**config.mk**
```make
export PLATFORM = sky130hd
export DESIGN_NAME = vtp_vport
export DESIGN_NICKNAME = d
export VERILOG_FILES = /design/src/design/vtp_pkg.sv /design/src/design/vtp_vport.sv
export SDC_FILE = /design/constraint.sdc
export NUM_CORES = 1
export LEC_CHECK = 0
export BUFFER_PORTS_ARGS = -buffer_cell sky130_fd_sc_hd__buf_2
export CORE_ASPECT_RATIO = 0.5
export CORE_MARGIN = 2
export CORE_UTILIZATION = 47
export DETAILED_ROUTE_END_ITERATION = 10
export PLACE_DENSITY = 0.95
export SLEW_MARGIN = 20
export SYNTH_ARGS = -nofsm -noshare
export SYNTH_HDL_FRONTEND = slang
export SYNTH_SLANG_ARGS = --single-unit
```
**constraint.sdc**
```tcl
create_clock -name clock -period 8.8 [get_ports clock]
set_clock_uncertainty 0.05 [all_clocks]
set_input_delay 0.44 -clock clock [delete_from_list [all_inputs] [get_ports clock]]
set_output_delay 0.44 -clock clock [all_outputs]
set_load 0.005 [all_outputs]
```
**src/design/vtp_pkg.sv**
```systemverilog
`timescale 1ns / 1ps
// ----------------------------------------------------------------------------
// vtp_pkg
// Shared types, constants and helpers of the vertex transform pipeline.
// ----------------------------------------------------------------------------
package vtp_pkg;

   // Field and datapath widths
   localparam int COORD_W  = 16;              // Q3.12 vertex, Q4.11 entry, outputs
   localparam int PROD_W   = 32;              // entry * coordinate
   localparam int CLIP_W   = 34;              // sum of four products
   localparam int NUM_W    = 48;              // scaled numerator
   localparam int Q_BITS   = 17;              // quotient bits kept before saturation
   localparam int REM_W    = CLIP_W + Q_BITS; // divider remainder
   localparam int SUM_W    = 20;              // viewport offset plus quotient
   localparam int HALF_W   = 12;              // holds the largest half extent
   localparam int NUM_REGS = 8;
   localparam int IDX_W    = 3;
   localparam int DATA_W   = 32;
   localparam int W_SHIFT  = 12;              // w = 1.0 in Q3.12
   localparam int Z_SHIFT  = 14;              // depth scale, Q1.14

   localparam int HALF_WIDTH_DEF  = 160;
   localparam int HALF_HEIGHT_DEF = 100;

   // Register indexes
   typedef enum logic [IDX_W-1:0] {
      REG_ROW0_LO = 3'd0,
      REG_ROW0_HI = 3'd1,
      REG_ROW1_LO = 3'd2,
      REG_ROW1_HI = 3'd3,
      REG_ROW2_LO = 3'd4,
      REG_ROW2_HI = 3'd5,
      REG_ROW3_LO = 3'd6,
      REG_ROW3_HI = 3'd7
   } reg_idx_type;

   // Identity matrix after reset
   localparam logic [DATA_W-1:0] RST_DIAG_LO = 32'h0000_0800;
   localparam logic [DATA_W-1:0] RST_DIAG_HI = 32'h0800_0000;

   typedef logic [NUM_REGS-1:0][DATA_W-1:0] matrix_type;

   typedef struct packed {
      logic signed [COORD_W-1:0] vertex_x;
      logic signed [COORD_W-1:0] vertex_y;
      logic signed [COORD_W-1:0] vertex_z;
   } req_payload_type;

   typedef struct packed {
      logic signed [COORD_W-1:0] screen_x;
      logic signed [COORD_W-1:0] screen_y;
      logic signed [COORD_W-1:0] depth;
      logic                      w_zero;
      logic                      clamped;
   } rsp_payload_type;

   // One division lane: remainder, quotient so far, sign and overflow
   typedef struct packed {
      logic [REM_W-1:0]  rem;
      logic [Q_BITS-1:0] quot;
      logic              neg;
      logic              ovf;
   } lane_type;

   // Lanes: 2 = x, 1 = y, 0 = depth
   typedef struct packed {
      lane_type [2:0]    lane;
      logic [CLIP_W-1:0] den;
      logic              w_zero;
   } div_stage_type;

   // One restoring division step on every lane for quotient bit pos
   function automatic div_stage_type div_step(input div_stage_type s, input int pos);
      div_stage_type    r;
      logic [REM_W-1:0] trial;
      r     = s;
      trial = REM_W'(s.den) << pos;
      for (int l = 0; l < 3; l++) begin
         if (s.lane[l].rem >= trial) begin
            r.lane[l].rem       = s.lane[l].rem - trial;
            r.lane[l].quot[pos] = 1'b1;
         end
      end
      return r;
   endfunction

   // Saturate to 16 bits; top bit of the result is the clamp flag
   function automatic logic [COORD_W:0] sat16(input logic signed [SUM_W-1:0] v);
      logic [COORD_W:0] r;
      if (v > SUM_W'(32767))       r = {1'b1, 16'h7FFF};
      else if (v < -SUM_W'(32768)) r = {1'b1, 16'h8000};
      else                         r = {1'b0, v[COORD_W-1:0]};
      return r;
   endfunction

endpackage

```
**src/design/vtp_vport.sv**
```systemverilog
`timescale 1ns / 1ps
// ----------------------------------------------------------------------------
// vtp_vport
// Viewport mapping: signed quotients, screen offsets, saturation and the
// output register.
// ----------------------------------------------------------------------------
module vtp_vport import vtp_pkg::*; #(
   parameter int HALF_WIDTH  = HALF_WIDTH_DEF,
   parameter int HALF_HEIGHT = HALF_HEIGHT_DEF
) (
   input  logic            clock,
   input  logic            reset,
   input  logic            in_valid,
   output logic            in_ready,
   input  div_stage_type   in_data,
   output logic            out_valid,
   input  logic            out_ready,
   output rsp_payload_type out_data
);

   localparam logic signed [SUM_W-1:0] HW_S = SUM_W'(HALF_WIDTH);
   localparam logic signed [SUM_W-1:0] HH_S = SUM_W'(HALF_HEIGHT);

   logic signed [SUM_W-1:0] q [3];
   logic [COORD_W:0]        sx, sy, sz;
   rsp_payload_type         out_ff, out_in;
   logic                    vld_ff;

   assign in_ready = !vld_ff || out_ready;

   // Signed quotients and viewport offsets
   always_comb begin
      for (int l = 0; l < 3; l++)
         q[l] = in_data.lane[l].neg ? -SUM_W'(in_data.lane[l].quot)
                                    : SUM_W'(in_data.lane[l].quot);
      sx = in_data.lane[2].ovf ? (in_data.lane[2].neg ? {1'b1, 16'h8000} : {1'b1, 16'h7FFF})
                               : sat16(HW_S + q[2]);
      sy = in_data.lane[1].ovf ? (in_data.lane[1].neg ? {1'b1, 16'h7FFF} : {1'b1, 16'h8000})
                               : sat16(HH_S - q[1]);
      sz = in_data.lane[0].ovf ? (in_data.lane[0].neg ? {1'b1, 16'h8000} : {1'b1, 16'h7FFF})
                               : sat16(q[0]);
      if (in_data.w_zero) begin
         out_in        = '0;
         out_in.w_zero = 1'b1;
      end else begin
         out_in.screen_x = sx[COORD_W-1:0];
         out_in.screen_y = sy[COORD_W-1:0];
         out_in.depth    = sz[COORD_W-1:0];
         out_in.w_zero   = 1'b0;
         out_in.clamped  = sx[COORD_W] | sy[COORD_W] | sz[COORD_W];
      end
   end

   always_ff @(posedge clock) begin
      if (reset) begin
         vld_ff <= 1'b0;
      end else if (in_ready) begin
         vld_ff <= in_valid;
      end
   end

   always_ff @(posedge clock) begin
      if (in_ready && in_valid) out_ff <= out_in;
   end

   assign out_valid = vld_ff;
   assign out_data  = out_ff;

`ifndef SYNTHESIS
   // Zero w forces every field to zero and no clamp
   a_wzero: assert property (@(posedge clock) disable iff (reset)
      out_valid && out_data.w_zero |-> out_data.screen_x == '0 &&
      out_data.screen_y == '0 && out_data.depth == '0 && !out_data.clamped)
      else $error("w_zero result carries data");
   // A zero-w transaction taken in shows up at the output next cycle
   a_wzero_pass: assert property (@(posedge clock) disable iff (reset)
      in_valid && in_ready && in_data.w_zero |=> out_valid && out_data.w_zero)
      else $error("w_zero lost in output stage");
`endif

endmodule

```
==> results.ini <==
[sta]
worst_pin_slew_ns = 0.8268
period_share = 0.4786
hold_viol_final = 0
drv_slew = 0
fin_setup_tns_ns = 0
slew_headroom = 0.4469
period_minus_slack_ns = 4.212
rsz0062_at_grt = no
fmaxAchievable_ghz = 0.2374
setup_viol = 0

[placed_design]
place_inst = 733
port_buffers = 113
finalWeightedCongestion = 0.9191
hpwlAfterDp_um = 8883

[floorplanning]
start_util = 0.4890
die_h_um = 74.57
coreArea_mm2 = 0.009572
row_count = 25
die_w_um = 145.1
num_io_pins = 301
fp.dieArea_mm2 = 0.01082

[logic_synthesis]
synth_area_leaders = edfxtp_1 32%, xnor2_1 5.6%, xor2_1 4.9%, a21oi_1 4.5%, nand2_1 3.8%
syn_inst = 520
synth_edf_count = 50
ys_async_sr_fraction = 0
avgSynthCellArea_um2 = 9.001
synth_top_flop_cell = edfxtp_1
synth_seq_area_share = 0.3250
syn_nets = 774
syn_area_mm2 = 0.004681
yosysUniqueCellTypes = 90
synth_warnings = 0
yosysTopAreaCell = edfxtp_1
synth_top_cell_area_share = 0.3208
ys_seq_elements = 51

[grt]
gr-total-overflow = 0
antenna_found_initial = 0
grt_max_degree = 51
grt_pass1_vias = 4010
grt_pass1_wl_um = 19170
grt_use_total = 0.2149

[critical_path]
worst_setup_path_end_kind = register
path_buf_inv = 2
slowest_delay_ns = 0.69
worst-setup-path-type = in2reg
path_cells = buf_2 > inv_1 > ha_1 > or4b_4 > o21ai_0 > xnor2_1 > ha_1 > nor2b_1 > mux2_2 > nor2_1 > and2_1 > o21ai_1 > o41ai_4 > and3_1 > a31oi_1
crit_family = simple AND/OR/NAND/NOR gates
arrival_ns = 4.17
rrSetupSlack_ns = 7.38
worst_ep_required_time_ns = 8.76
critPathMostFrequentCell = ha_1
crit_fanout = 16
worst_setup_path_start_kind = input port
slowest_stage = o41ai_4

[route]
route.vias.total = 4431
routed_wl_um = 11920
drtAntennaViolNets = 0
avgViaCountPerCell = 5.988
drc = 0
wl_per_cell_um = 16.11
drt_pass1_iterations = 5
drt_iter0_markers = 496

[cts]
cts_buffers = 5
post_cts_resized = 0
clock_sinks = 51
postCtsSetupBuffers = 0
cts_tree = yes
cts-root-buf = clkbuf_16
cts_max_path_buffers = 2
ctsHoldBuffers = 0
clk_latency_ns = 0.28
htree_num_levels = 2
clk_transition_reported_paths_ns = 0.06

[layout]
nets = 859
area_growth_pct = 14.89
final.fill_count = 834
final_cells = 740
n_antenna_cell = 0
final_layout_size_suffix_gt1_frac = 0.2826
final_core_util = 0.5618

[run]
maxCapViolations = 0

[pwr]
total_power_mw = 0.7081
vdd_drop_max_uv = 80.22
power_density_mw_per_mm2 = 131.7
p_leak_nw = 2.098

[min_path]
min_path_type = in2reg

[run_status]
status = complete, no violations

==> registers in the layout (all words and copies together) (netlist names) <==
name,cells
out_valid,1
out_data,50
==> cells in the mapped netlist, types with 4 or more instances <==
cell,instances
edfxtp_1,50
nand2_1,47
nor2_1,44
a21oi_1,42
xnor2_1,30
xor2_1,26
o21ai_0,24
clkbuf_1,18
nor3_1,13
inv_1,12
o31ai_1,11
o21ai_1,10
nand2b_1,9
nor4_1,8
and2_1,7
buf_6,7
or4_1,7
a31oi_1,6
o41ai_1,6
or2_2,6
or3_1,6
buf_4,5
ha_1,5
mux2_2,5
nor2b_1,5
o211ai_1,5
o21a_1,5
buf_2,4
nand3_1,4
nand4_1,4
==> final cells by class <==
class	instances	area (um2)	share of cell area
Multi-Input combinational cell	420	2907	0.5405
Sequential cell	51	1521	0.2829
Timing Repair Buffer	114	573.1	0.1066
Tap cell	135	168.9	0.03141
Clock buffer	6	128.9	0.02396
Inverter	13	48.80	0.009074
Clock inverter	1	30.03	0.005584
==> where the power goes <==
group          switching (mW)  internal [mW]  leakage [nW]  total [mW]
logic                   0.122         0.0789          1.52       0.201
clock network          0.0787          0.133        0.0769       0.211
registers             0.00495          0.291         0.506       0.296
total                   0.206          0.502          2.10       0.708
==> through the flow <==
stage	instance area, um2	setup slack, ns	hold slack, ns
CTS	5370	4.639	0.2687
global route	5378	4.277	0.2583
floorplan	4681	5.187	0.4591
global placement	5211	4.500	0.4338
finish	5378	4.588	0.2695
detailed placement	5211	4.340	0.4864
==> cells by family after synthesis <==
| group | Yosys count | share of synthesized area |
|---|---|---|
| AOI/OAI and AO/OA | 161 | 0.2537 |
| xor gates and xnor gates | 58 | 0.1117 |
| adders and majority gates | 5 | 0.01337 |
| buffers and inverters | 49 | 0.05587 |
| and+or+nand+nor | 189 | 0.2240 |
| muxes | 7 | 0.01631 |
| DFF | 51 | 0.3250 |
==> layout by cell type (no fill, tap or decap), types with 7 or more instances in the layout <==
| master | Yosys | layout |
|---|---|---|
| nand2b_1 | 9 | 9 |
| edfxtp_1 | 50 | 50 |
| inv_1 | 12 | 12 |
| xnor2_1 | 30 | 30 |
| or4_1 | 7 | 7 |
| a21oi_1 | 42 | 42 |
| xor2_1 | 26 | 26 |
| o21ai_0 | 24 | 24 |
| nor3_1 | 13 | 13 |
| nand2_1 | 47 | 47 |
| o21ai_1 | 10 | 10 |
| nor2_1 | 44 | 44 |
| buf_2 | 4 | 113 |
| nor4_1 | 8 | 8 |
| o31ai_1 | 11 | 11 |
==> path summary, 6_finish.rpt <==
check | startpoint | end | cells after the start
worst min-delay path | reset | out_valid | 2
worst max register to register | out_valid | out_data[17] | 2
worst min register to register | out_valid | out_valid | 2
worst max-delay path | in_data[177] | out_data[0] | 15
==> layer usage <==
| metal | global-route usage | up-vias | wire length, um |
|---|---|---|---|
| met3 | 0.03129 | 20 | 536 |
| met1 | 0.2612 | 2126 | 4870 |
| met5 | 0 | - | 0 |
| li1 | - | 2126 | - |
| met2 | 0.4053 | 159 | 6213 |
| met4 | 0.07190 | 0 | 301 |
No activity file was read; power rests on OpenSTA's default activity.
