File: config.mk
export PLATFORM = sky130hd
export DESIGN_NAME = vtp_csr
export DESIGN_NICKNAME = d
export VERILOG_FILES = /design/src/design/vtp_pkg.sv /design/src/design/vtp_csr.sv
export SDC_FILE = /design/constraint.sdc
export NUM_CORES = 1
export LEC_CHECK = 0
export CAP_MARGIN = 20
export CORE_MARGIN = 2
export CORE_UTILIZATION = 35
export DETAILED_ROUTE_END_ITERATION = 8
export DONT_BUFFER_PORTS = 1
export SLEW_MARGIN = 20
export SYNTH_ARGS = -nofsm -noshare
export SYNTH_HDL_FRONTEND = slang
export SYNTH_SLANG_ARGS = --single-unit
File: constraint.sdc
create_clock -name clock -period 1.6 [get_ports clock]
set_clock_uncertainty 0.1 [all_clocks]
set_input_delay 0.24 -clock clock [delete_from_list [all_inputs] [get_ports clock]]
set_output_delay 0.24 -clock clock [all_outputs]
set_load 0.05 [all_outputs]
File: src/design/vtp_pkg.sv
`timescale 1ns / 1ps
// ----------------------------------------------------------------------------
// vtp_pkg
// Shared types, constants and helpers of the vertex transform pipeline.
// ----------------------------------------------------------------------------
package vtp_pkg;

   // Field and datapath widths
   localparam int COORD_W  = 16;              // Q3.12 vertex, Q4.11 entry, outputs
   localparam int PROD_W   = 32;              // entry * coordinate
   localparam int CLIP_W   = 34;              // sum of four products
   localparam int NUM_W    = 48;              // scaled numerator
   localparam int Q_BITS   = 17;              // quotient bits kept before saturation
   localparam int REM_W    = CLIP_W + Q_BITS; // divider remainder
   localparam int SUM_W    = 20;              // viewport offset plus quotient
   localparam int HALF_W   = 12;              // holds the largest half extent
   localparam int NUM_REGS = 8;
   localparam int IDX_W    = 3;
   localparam int DATA_W   = 32;
   localparam int W_SHIFT  = 12;              // w = 1.0 in Q3.12
   localparam int Z_SHIFT  = 14;              // depth scale, Q1.14

   localparam int HALF_WIDTH_DEF  = 160;
   localparam int HALF_HEIGHT_DEF = 100;

   // Register indexes
   typedef enum logic [IDX_W-1:0] {
      REG_ROW0_LO = 3'd0,
      REG_ROW0_HI = 3'd1,
      REG_ROW1_LO = 3'd2,
      REG_ROW1_HI = 3'd3,
      REG_ROW2_LO = 3'd4,
      REG_ROW2_HI = 3'd5,
      REG_ROW3_LO = 3'd6,
      REG_ROW3_HI = 3'd7
   } reg_idx_type;

   // Identity matrix after reset
   localparam logic [DATA_W-1:0] RST_DIAG_LO = 32'h0000_0800;
   localparam logic [DATA_W-1:0] RST_DIAG_HI = 32'h0800_0000;

   typedef logic [NUM_REGS-1:0][DATA_W-1:0] matrix_type;

   typedef struct packed {
      logic signed [COORD_W-1:0] vertex_x;
      logic signed [COORD_W-1:0] vertex_y;
      logic signed [COORD_W-1:0] vertex_z;
   } req_payload_type;

   typedef struct packed {
      logic signed [COORD_W-1:0] screen_x;
      logic signed [COORD_W-1:0] screen_y;
      logic signed [COORD_W-1:0] depth;
      logic                      w_zero;
      logic                      clamped;
   } rsp_payload_type;

   // One division lane: remainder, quotient so far, sign and overflow
   typedef struct packed {
      logic [REM_W-1:0]  rem;
      logic [Q_BITS-1:0] quot;
      logic              neg;
      logic              ovf;
   } lane_type;

   // Lanes: 2 = x, 1 = y, 0 = depth
   typedef struct packed {
      lane_type [2:0]    lane;
      logic [CLIP_W-1:0] den;
      logic              w_zero;
   } div_stage_type;

   // One restoring division step on every lane for quotient bit pos
   function automatic div_stage_type div_step(input div_stage_type s, input int pos);
      div_stage_type    r;
      logic [REM_W-1:0] trial;
      r     = s;
      trial = REM_W'(s.den) << pos;
      for (int l = 0; l < 3; l++) begin
         if (s.lane[l].rem >= trial) begin
            r.lane[l].rem       = s.lane[l].rem - trial;
            r.lane[l].quot[pos] = 1'b1;
         end
      end
      return r;
   endfunction

   // Saturate to 16 bits; top bit of the result is the clamp flag
   function automatic logic [COORD_W:0] sat16(input logic signed [SUM_W-1:0] v);
      logic [COORD_W:0] r;
      if (v > SUM_W'(32767))       r = {1'b1, 16'h7FFF};
      else if (v < -SUM_W'(32768)) r = {1'b1, 16'h8000};
      else                         r = {1'b0, v[COORD_W-1:0]};
      return r;
   endfunction

endpackage

File: src/design/vtp_csr.sv
`timescale 1ns / 1ps
// ----------------------------------------------------------------------------
// vtp_csr
// Matrix register file, written through the plain CSR write port.
// ----------------------------------------------------------------------------
module vtp_csr import vtp_pkg::*; (
   input  logic              clock,
   input  logic              reset,
   input  logic              csr_we,
   input  logic [IDX_W-1:0]  csr_idx,
   input  logic [DATA_W-1:0] csr_wdata,
   output matrix_type        matrix
);

   // Identity matrix, register 7 first
   localparam matrix_type RST_MATRIX = {RST_DIAG_HI, 32'h0, RST_DIAG_LO, 32'h0,
                                        32'h0, RST_DIAG_HI, 32'h0, RST_DIAG_LO};

   matrix_type regs_ff, regs_in;

   // Next register contents
   always_comb begin
      regs_in = regs_ff;
      if (csr_we) begin
         case (reg_idx_type'(csr_idx))
            REG_ROW0_LO: regs_in[REG_ROW0_LO] = csr_wdata;
            REG_ROW0_HI: regs_in[REG_ROW0_HI] = csr_wdata;
            REG_ROW1_LO: regs_in[REG_ROW1_LO] = csr_wdata;
            REG_ROW1_HI: regs_in[REG_ROW1_HI] = csr_wdata;
            REG_ROW2_LO: regs_in[REG_ROW2_LO] = csr_wdata;
            REG_ROW2_HI: regs_in[REG_ROW2_HI] = csr_wdata;
            REG_ROW3_LO: regs_in[REG_ROW3_LO] = csr_wdata;
            REG_ROW3_HI: regs_in[REG_ROW3_HI] = csr_wdata;
            default:     regs_in = regs_ff;
         endcase
      end
   end

   always_ff @(posedge clock) begin
      if (reset) begin
         regs_ff <= RST_MATRIX;
      end else begin
         regs_ff <= regs_in;
      end
   end

   assign matrix = regs_ff;

endmodule

==> results of run 1 <==
[power by group through the flow]
stage	clock network (mW)	registers (mW)	logic, mW
after floorplan	0	7.21	0.525
after global placement	0	7.06	0.834
after detailed placement	0	7.06	0.843
after CTS	6.95	6.92	0.918
after global routing	7.19	6.94	0.964
final	6.78	6.93	0.914
[kinds of logic (layout without fill, tap and decap cells)]
kind of cell | count (synthesis) | count (layout)
and+or+nand+nor | 300 | 300
muxes | 256 | 256
DFF | 256 | 256
buffers and inverters | 94 | 282
[repair_timing]
item / 4_1_cts / 5_1_grt
hold buffers: 123 / 7
resized for setup: 2 / 28
hold endpoints to repair: 256 / 151
endpoints found under the setup margin: 2 / 28
[path summary, 6_finish.rpt]
kind	startpoint	to	slack (ps)	cells after the start
max	matrix[43]	matrix[43]	30	0
min	reset	matrix[59]	-180	2
min reg2reg	matrix[179]	matrix[179]	630	2
max reg2reg	matrix[243]	matrix[243]	100	4
[through the flow]
stage / hold slack, ps / instances / area [um^2]
2_1_floorplan: 311 / 906 / 10000
3_3_place_gp: 318 / 1295 / 11000
3_5_place_dp: 330 / 1295 / 11000
4_1_cts: -233 / 1465 / 13200
5_1_grt: -207 / 1472 / 13300
6_report: -183 / 1472 / 13300
[synthesized netlist by cell type]
cell type	count
clkbuf_1	50
nor2_1	6
dfxtp_1	256
nand4bb_1	3
nand4b_1	3
buf_8	1
nor4b_1	1
buf_2	27
buf_6	2
nand2b_1	284
buf_4	3
mux2i_1	256
buf_1	11
or4b_4	1
nand4_1	1
nor4bb_1	1
[per-layer routing]
layer  up-vias  wire length (um)  global-route usage, %
met1      3359             11800                   21.7
li1       3294                 -                      -
met2       222             13400                   30.7
met5         -                 0                      0
met3        34              2400                   6.84
met4         0               528                   4.48
[area by class of cell]
type                    count  area share (%)
clock buffers              39            5.95
clock inverters             8            1.27
multi-input cells         556            34.0
flip-flops and latches    256            38.9
well taps                 378            3.56
repair buffers            235            16.3
==> results.md, run 1 <==
* Outcome: finished, violations left
* Failing checks: negative hold slack
* # nets final at roughly 1,100
* Max Root-Sink Buffers at 3
* Max reg flops at approximately 260
* DRT antenna net count at 0
* Clk_lat worst skew at 530 ps
* Fmax at 0.639 GHz
* Port Buf Inserts at 0
* Distinct cell type count after synthesis at 16
* Top cells by area, synth: dfxtp_1, mux2i_1, nand2b_1
* CTS buffer count at 27
* Routed WL per cell at about 19 um
* Leading area contributor after synthesis: dfxtp_1
* Rel. slew slack at between 60 and 70%
* Final hold violations at slightly above 60
* Max-Cap Viols at 0
* Cells after synthesis at 906
* Tot Pwr at 14.6 mW
* Num ports at between 200 and 300
* Critical Path AT at 1230 ps
* Iter 0 DRT Violations at around 340
* Ys Warns at 0
* Via/cell ratio at about 4.7
* Post-synthesis sequential area ratio at slightly above 50%
* Power Density at ~1100 mW/mm^2
* Core area at about 0.028 mm^2
* First-pass GRT wire length at ~43 mm
* Total GRT Usage at between 15 and 20%
* WP data required at roughly 1300 ps
* Area occupied by multi-input gates at around 0.0045 mm^2
* Kind of end point of the critical path: primary output
* Largest family of logic cells by synthesized area: multiplexers
* Post-synthesis register bit count at approximately 260
* Clock Sinks at 256
* Compound-gate portion of the synthesized area at 0%
* Utilization after layout at 47.5%
* Syn_nets at 944
* Net Sw Power at around 3.5 mW
* Area Growth Syn to Fin at 32.7%
* Post-CTS Setup Inserts at 0
* P_int at approximately 11 mW
* Reg power frac at between 40% and 50%
* Crit Path Class: flip-flop to primary output
* Slew @ Worst Pin at 589 ps
* Net Sw Frac at a little under a quarter
* Row count at 61
* Top cell type's share of synthesized area at 51.2%
* Worst Hold Class: input port to flip-flop
* Post-synthesis simple-gate area fraction at a little under a fifth
* Vias in the first global route at 7,143
* Layout cell share with drive strength beyond 1 at between 10% and 20%
* PnR worst setup slack at roughly 34 ps
* Setup WS pre-CTS at roughly 210 ps
* Die height at 173 um
* H-Tree Depth at 1
* CTS tree: built
* HPWL after DPL at ~17 mm
* RSZ-0062 raised after global routing: no
* Worst ir drop on vdd at slightly above 600 uV
* Adder-Cell Fraction of Synth Area at 0%
* Lkg Pwr at around 6.1 nW
* Slew Limit Fails at 0
* Startpoint types: flip-flop
* DRC violations left at 0
* Mux contribution to synthesized area at between 20% and 30%
* Min Tclk post-route at roughly 1600 ps
* GP Congestion at approximately 0.77
* FILL cells at 2,598
* Final period util at a little over nine tenths
* Clock edge transition at the registers on the reported setup and hold paths at about 70 ps
* Synthesized area at about 0.01 mm^2
* CP Max Fanout at 2
* Initial Util at 35.8%
* Die X at around 170 um
* Syn_area_per_cell at between 10 and 15 um^2
* GRT overflow at 0
* Clock share of power at a little under half
* Antenna violations before repair at 0
* Root buf cell: clkbuf_16
* Largest net degree at the start of global routing at slightly below 300
* Register area at between 0.005 and 0.006 mm^2
* DRT Pass-1 Iters at 4
* WL final at 28.1 mm
* TNS Setup at 0 ps
* Inserted Diodes at 0
* Combinational fraction of design power at about 6.3%
* Synth Area in XOR/XNOR at 0%
* Most frequent cells in the layout: nand2b_1, mux2i_1, dfxtp_1
* # setup viols final at 0
* Commonest non-fill, non-tap cell in the layout: nand2b_1
* Vias post-DR at 6,909
* Hold slack at -183 ps
* Total die area at between 0.02 and 0.03 mm^2
Note: power is estimated with default switching activity, not from simulation.
==> run 2, diff against run 1 <==
Settings changed: CTS_BUF_LIST set to sky130_fd_sc_hd__clkbuf_4, SETUP_SLACK_MARGIN set to 0.02.
==> results.md, run 2 (synthesis results as in run 1) <==
* P_int at 10.5 mW (was 11.1 mW)
* Die height at 173 um (unchanged)
* Power Density at 932 mW/mm^2 (was 1100 mW/mm^2)
* Initial Util at 35.8% (unchanged)
* Critical Path AT at 2100 ps (was 1230 ps)
* Most frequent cells in the layout: nand2b_1, mux2i_1, dlygate4sd3_1 (was nand2b_1, mux2i_1, dfxtp_1)
* Iter 0 DRT Violations at 292 (was 338)
* CTS tree: built (unchanged)
* Min Tclk post-route at 1610 ps (was 1570 ps)
* Startpoint types: input port (was flip-flop)
* Reg2reg end: matrix[56] (was matrix[243])
* Kind of end point of the critical path: flip-flop (was primary output)
* PnR worst setup slack at -9.29 ps (was 34.4 ps)
* Hold depth at 2 (unchanged)
* Placed Area at 0.0110 mm^2 (unchanged)
* Commonest non-fill, non-tap cell in the layout: nand2b_1 (unchanged)
* Register-to-Register Path Depth at 3 (was 4)
* Largest net degree at the start of global routing at 170 (was 291)
* Fmax at 0.621 GHz (was 0.639 GHz)
* Combinational fraction of design power at 7.8% (was 6.3%)
* Worst ir drop on vdd at 500 uV (was 620 uV)
* Total die area at 0.0300 mm^2 (unchanged)
* Max reg flops at 256 (unchanged)
* Reg2Reg Launch Point: matrix[56] (was matrix[243])
* Worst Hold Class: input port to flip-flop (unchanged)
* Reg power frac at 48.1% (was 47.4%)
* Routed WL per cell at 19.2 um (was 19.1 um)
* TNS Setup at -9.29 ps (was 0 ps)
* Antenna violations before repair at 1 (was 0)
* Worst min-delay path startpoint: reset (unchanged)
* Worst min-delay path endpoint: matrix[147] (was matrix[59])
* Clk_lat worst skew at 640 ps (was 530 ps)
* GP Congestion at 0.771 (unchanged)
* Max-Cap Viols at 0 (unchanged)
* Layout cell share with drive strength beyond 1 at 37.7% (was 16.7%)
* Reg2reg setup slack at 90 ps (was 100 ps)
* Vias post-DR at 7,738 (was 6,909)
* CTS buffer count at 71 (was 27)
* Tot Pwr at 14.2 mW (was 14.6 mW)
* Area Growth Syn to Fin at 52.4% (was 32.7%)
* Root buf cell: clkbuf_4 (was clkbuf_16)
* # setup viols final at 1 (was 0)
* Clock share of power at 44.1% (was 46.4%)
* WL final at 31.5 mm (was 28.1 mm)
* Final hold violations at 0 (was 62)
* Clock edge transition at the registers on the reported setup and hold paths at 50 ps (was 70 ps)
* Vias in the first global route at 8,254 (was 7,143)
* Failing checks: negative setup slack (was negative hold slack)
* Net Sw Frac at 26.3% (was 23.8%)
* # nets final at 1,255 (was 1,114)
* Row count at 61 (unchanged)
* Die X at 173 um (unchanged)
* Rel. slew slack at 29.6% (was 60.7%)
* Num ports at 294 (unchanged)
* Net Sw Power at 3.74 mW (was 3.49 mW)
* Clock Sinks at 256 (unchanged)
* Via/cell ratio at 4.72 (was 4.69)
* DRT antenna net count at 0 (unchanged)
* DRC violations left at 0 (unchanged)
* DRT Pass-1 Iters at 4 (unchanged)
* Max Root-Sink Buffers at 3 (unchanged)
* H-Tree Depth at 3 (was 1)
* Port Buf Inserts at 0 (unchanged)
* Crit Path Class: input port to flip-flop (was flip-flop to primary output)
* WP data required at 2090 ps (was 1260 ps)
* HPWL after DPL at 17.1 mm (unchanged)
* First-pass GRT wire length at 47.7 mm (was 43.2 mm)
* Total GRT Usage at 20.3% (was 18.2%)
* Slew Limit Fails at 0 (unchanged)
* Core area at 0.0279 mm^2 (unchanged)
* Final period util at 101% (was 97.9%)
* Fin cells at 1,641 (was 1,472)
* Lkg Pwr at 6.65 nW (was 6.13 nW)
* Placed cell count at 1,295 (unchanged)
* Outcome: finished, violations left (unchanged)
* CP Max Fanout at 22 (was 2)
* RSZ-0062 raised after global routing: yes (was no)
* FILL cells at 2,366 (was 2,598)
* GRT overflow at 0 (unchanged)
* Fin area at 0.0153 mm^2 (was 0.0133 mm^2)
* Slew @ Worst Pin at 1050 ps (was 589 ps)
[run 2: area by class of cell]
| class | instances | area (um^2) | area share (%) |
|---|---|---|---|
| Clock buffer | 101 | 758 | 4.97 |
| Timing Repair Buffer | 332 | 3660 | 24.0 |
| Sequential cell | 256 | 5670 | 37.2 |
| Multi-Input combinational cell | 556 | 4520 | 29.6 |
| Antenna cell | 2 | 5.00 | 0.0328 |
| Clock inverter | 16 | 174 | 1.14 |
| Tap cell | 378 | 473 | 3.10 |
[run 2: worst max path at each step]
| stage | from | end | slack, ps | cells after the start |
|---|---|---|---|---|
| after global placement | csr_idx[0] | matrix[28] | 230 | 2 |
| after detailed placement | csr_idx[0] | matrix[28] | 210 | 2 |
| after floorplan | csr_idx[1] | matrix[21] | 80 | 5 |
| after CTS | matrix[82] | matrix[82] | 10 | 1 |
| final | csr_idx[2] | matrix[83] | -9 | 5 |
| after global routing | matrix[168] | matrix[168] | -30 | 1 |
[run 2: metal layers]
layer	track usage (%)	routed length (um)
met1	23.1	12500
met4	7.03	675
met2	34.3	15600
met3	8.27	2780
met5	0	0
[run 2: power groups by stage]
stage / Sequential, mW / Combinational, mW / Clock (mW)
floorplan: 7.21 / 0.525 / 0
global placement: 7.06 / 0.834 / 0
detailed placement: 7.06 / 0.843 / 0
CTS: 6.92 / 1.08 / 6.49
global route: 6.84 / 1.17 / 6.89
finish: 6.84 / 1.12 / 6.27
[run 2: critical path, stage by stage]
cell and delay, ps:
nand4bb_4 120, dlygate4sd3_1 560, buf_4 390, mux2i_1 220
dlygate4sd3_1 550
[run 2: stage by stage]
step	utilization [%]	hold slack (ps)	setup slack [ps]
after floorplan	-	311	83.2
after global placement	39.3	318	229
after detailed placement	39.3	330	215
after CTS	52.7	0.885	14.8
after global routing	54.6	37.6	-32.9
final	54.6	92.2	-9.29
[run 2: timing repair]
action,4_1_cts,5_1_grt
setup buffers,0,11
hold buffers,216,0
pin swaps,0,0
gates resized for setup,315,167
setup endpoints to repair,238,161
endpoints found under the hold margin,256,0
gates cloned,0,0
==> run 3, diff against run 2 <==
Settings changed: BUFFER_PORTS_ARGS set to -buffer_cell sky130_fd_sc_hd__buf_2, CELL_PAD_IN_SITES_DETAIL_PLACEMENT set to 1, CELL_PAD_IN_SITES_GLOBAL_PLACEMENT set to 2, CORE_UTILIZATION 35 to 33, DONT_BUFFER_PORTS 1 to not set, PLACE_DENSITY_LB_ADDON set to 0.1.
==> results.md, run 3 (synthesis results as in run 1) <==
* Fmax at 0.652 GHz (was 0.621 GHz)
* Rel. slew slack at 68.4% (was 29.6%)
* Row count at 63 (was 61)
* HPWL after DPL at 20.9 mm (was 17.1 mm)
* # nets final at 1,342 (was 1,255)
* Core area at 0.0297 mm^2 (was 0.0279 mm^2)
* GRT overflow at 0 (unchanged)
* Total GRT Usage at 21.1% (was 20.3%)
* Clk_lat worst skew at 630 ps (was 640 ps)
* DRT antenna net count at 0 (unchanged)
* Clock edge transition at the registers on the reported setup and hold paths at 70 ps (was 50 ps)
* Power Density at 920 mW/mm^2 (was 932 mW/mm^2)
* Max Root-Sink Buffers at 3 (unchanged)
* Lkg Pwr at 7.84 nW (was 6.65 nW)
* Max-Cap Viols at 0 (unchanged)
* Most frequent cells in the layout: nand2b_1, mux2i_1, dfxtp_2 (was nand2b_1, mux2i_1, dlygate4sd3_1)
* Final hold violations at 0 (unchanged)
* Vias post-DR at 7,982 (was 7,738)
* Routed WL per cell at 19.2 um (about the same)
* Tot Pwr at 14.7 mW (was 14.2 mW)
* H-Tree Depth at 3 (unchanged)
* PnR worst setup slack at 67.2 ps (was -9.29 ps)
* Top delay family on crit path: flip-flops (was buffers and inverters)
* Crit path max-delay cell type: dfxtp_2 (was dlygate4sd3_1)
* Vias in the first global route at 8,755 (was 8,254)
* Worst path max stage delay at 360 ps (was 560 ps)
* CP Cell Sequence: buf_8 (was nand4bb_4 -> dlygate4sd3_1 -> buf_4 -> mux2i_1 -> dlygate4sd3_1)
* DRT Pass-1 Iters at 4 (unchanged)
* Critical Path AT at 1190 ps (was 2100 ps)
* Commonest non-fill, non-tap cell in the layout: nand2b_1 (unchanged)
* Outcome: finished clean (was finished, violations left)
* Clock Sinks at 256 (unchanged)
* Slew Limit Fails at 0 (unchanged)
* Die X at 178 um (was 173 um)
* Setup WS pre-CTS at 74.4 ps (was 215 ps)
* DRC violations left at 0 (unchanged)
* Placed Area at 0.0121 mm^2 (was 0.0110 mm^2)
* Antenna violations before repair at 3 (was 1)
* Final period util at 95.8% (was 101%)
* Total die area at 0.0317 mm^2 (was 0.0300 mm^2)
* # setup viols final at 0 (was 1)
* Area Growth Syn to Fin at 59.7% (was 52.4%)
* Via/cell ratio at 4.57 (was 4.72)
* GP Congestion at 0.710 (was 0.771)
* First-pass GRT wire length at 50.9 mm (was 47.7 mm)
* Worst Hold Class: input port to flip-flop (unchanged)
* Max reg flops at 256 (unchanged)
* RSZ-0062 raised after global routing: yes (unchanged)
* Reg2reg setup slack at 330 ps (was 90 ps)
* Kind of end point of the critical path: primary output (was flip-flop)
* Die height at 178 um (was 173 um)
* CTS tree: built (unchanged)
* Largest net degree at the start of global routing at 43 (was 170)
* Port Buf Inserts at 293 (was 0)
* Fin area at 0.0160 mm^2 (was 0.0153 mm^2)
* Startpoint types: flip-flop (was input port)
* WP data required at 1260 ps (was 2090 ps)
* Min Tclk post-route at 1530 ps (was 1610 ps)
* WL final at 33.6 mm (was 31.5 mm)
* Num ports at 294 (unchanged)
* CTS buffer count at 74 (was 71)
* CP Max Fanout at 2 (was 22)
* Hold slack at 30.1 ps (was 92.2 ps)
* Critical path buffers and inverters at 1 (was 3)
* Iter 0 DRT Violations at 161 (was 292)
* Slew @ Worst Pin at 474 ps (was 1050 ps)
* Initial Util at 33.7% (was 35.8%)
* Root buf cell: clkbuf_4 (unchanged)
* Crit Path Class: flip-flop to primary output (was input port to flip-flop)
* Layout cell share with drive strength beyond 1 at 54.1% (was 37.7%)
* Worst ir drop on vdd at 433 uV (was 500 uV)
[run 3: layer usage]
metal  vias to the layer above  GRT usage, %  wire length, um
li1                       3806             -                -
met1                      3873          24.8            13800
met2                       242          35.6            16500
met3                        59          7.33             2370
met4                         2          7.41              843
met5                         -             0               10
[run 3: final timing paths]
path	start	to	depth (start not counted)
worst max-delay path	matrix[184]	matrix[184]	1
worst min register to register	matrix[123]	matrix[123]	2
worst max register to register	matrix[171]	matrix[171]	3
worst min-delay path	reset	matrix[251]	4
[run 3: per-stage QoR]
step,util [%],std cells,TNS [ps]
2_1_floorplan,-,906,0
3_3_place_gp,40.8,1547,0
3_5_place_dp,40.8,1547,0
4_1_cts,52.5,1720,-24.7
5_1_grt,53.8,1745,-245
6_report,53.8,1745,0
[run 3: power by group]
group | internal (mW) | total [mW] | switching, mW | leakage (nW)
Combinational | 0.768 | 1.79 | 1.02 | 5.10
Clock | 3.49 | 6.26 | 2.77 | 0.562
Sequential | 6.54 | 6.65 | 0.114 | 2.18
Total | 10.8 | 14.7 | 3.91 | 7.84
[run 3: final cells by class]
class | instances | area (um^2)
well taps | 390 | 488
diodes | 2 | 5.00
fillers | 3152 | 13700
multi-input cells | 556 | 4520
clock buffers | 112 | 841
repair buffers | 416 | 4600
clock inverters | 13 | 105
flip-flops and latches | 256 | 5420
[run 3: timing repair]
action                                  CTS  global route
gates resized for setup                 765            84
endpoints found under the setup margin  256           150
hold buffers                             41             0
buffers inserted                          7            24
hold endpoints to repair                242             0
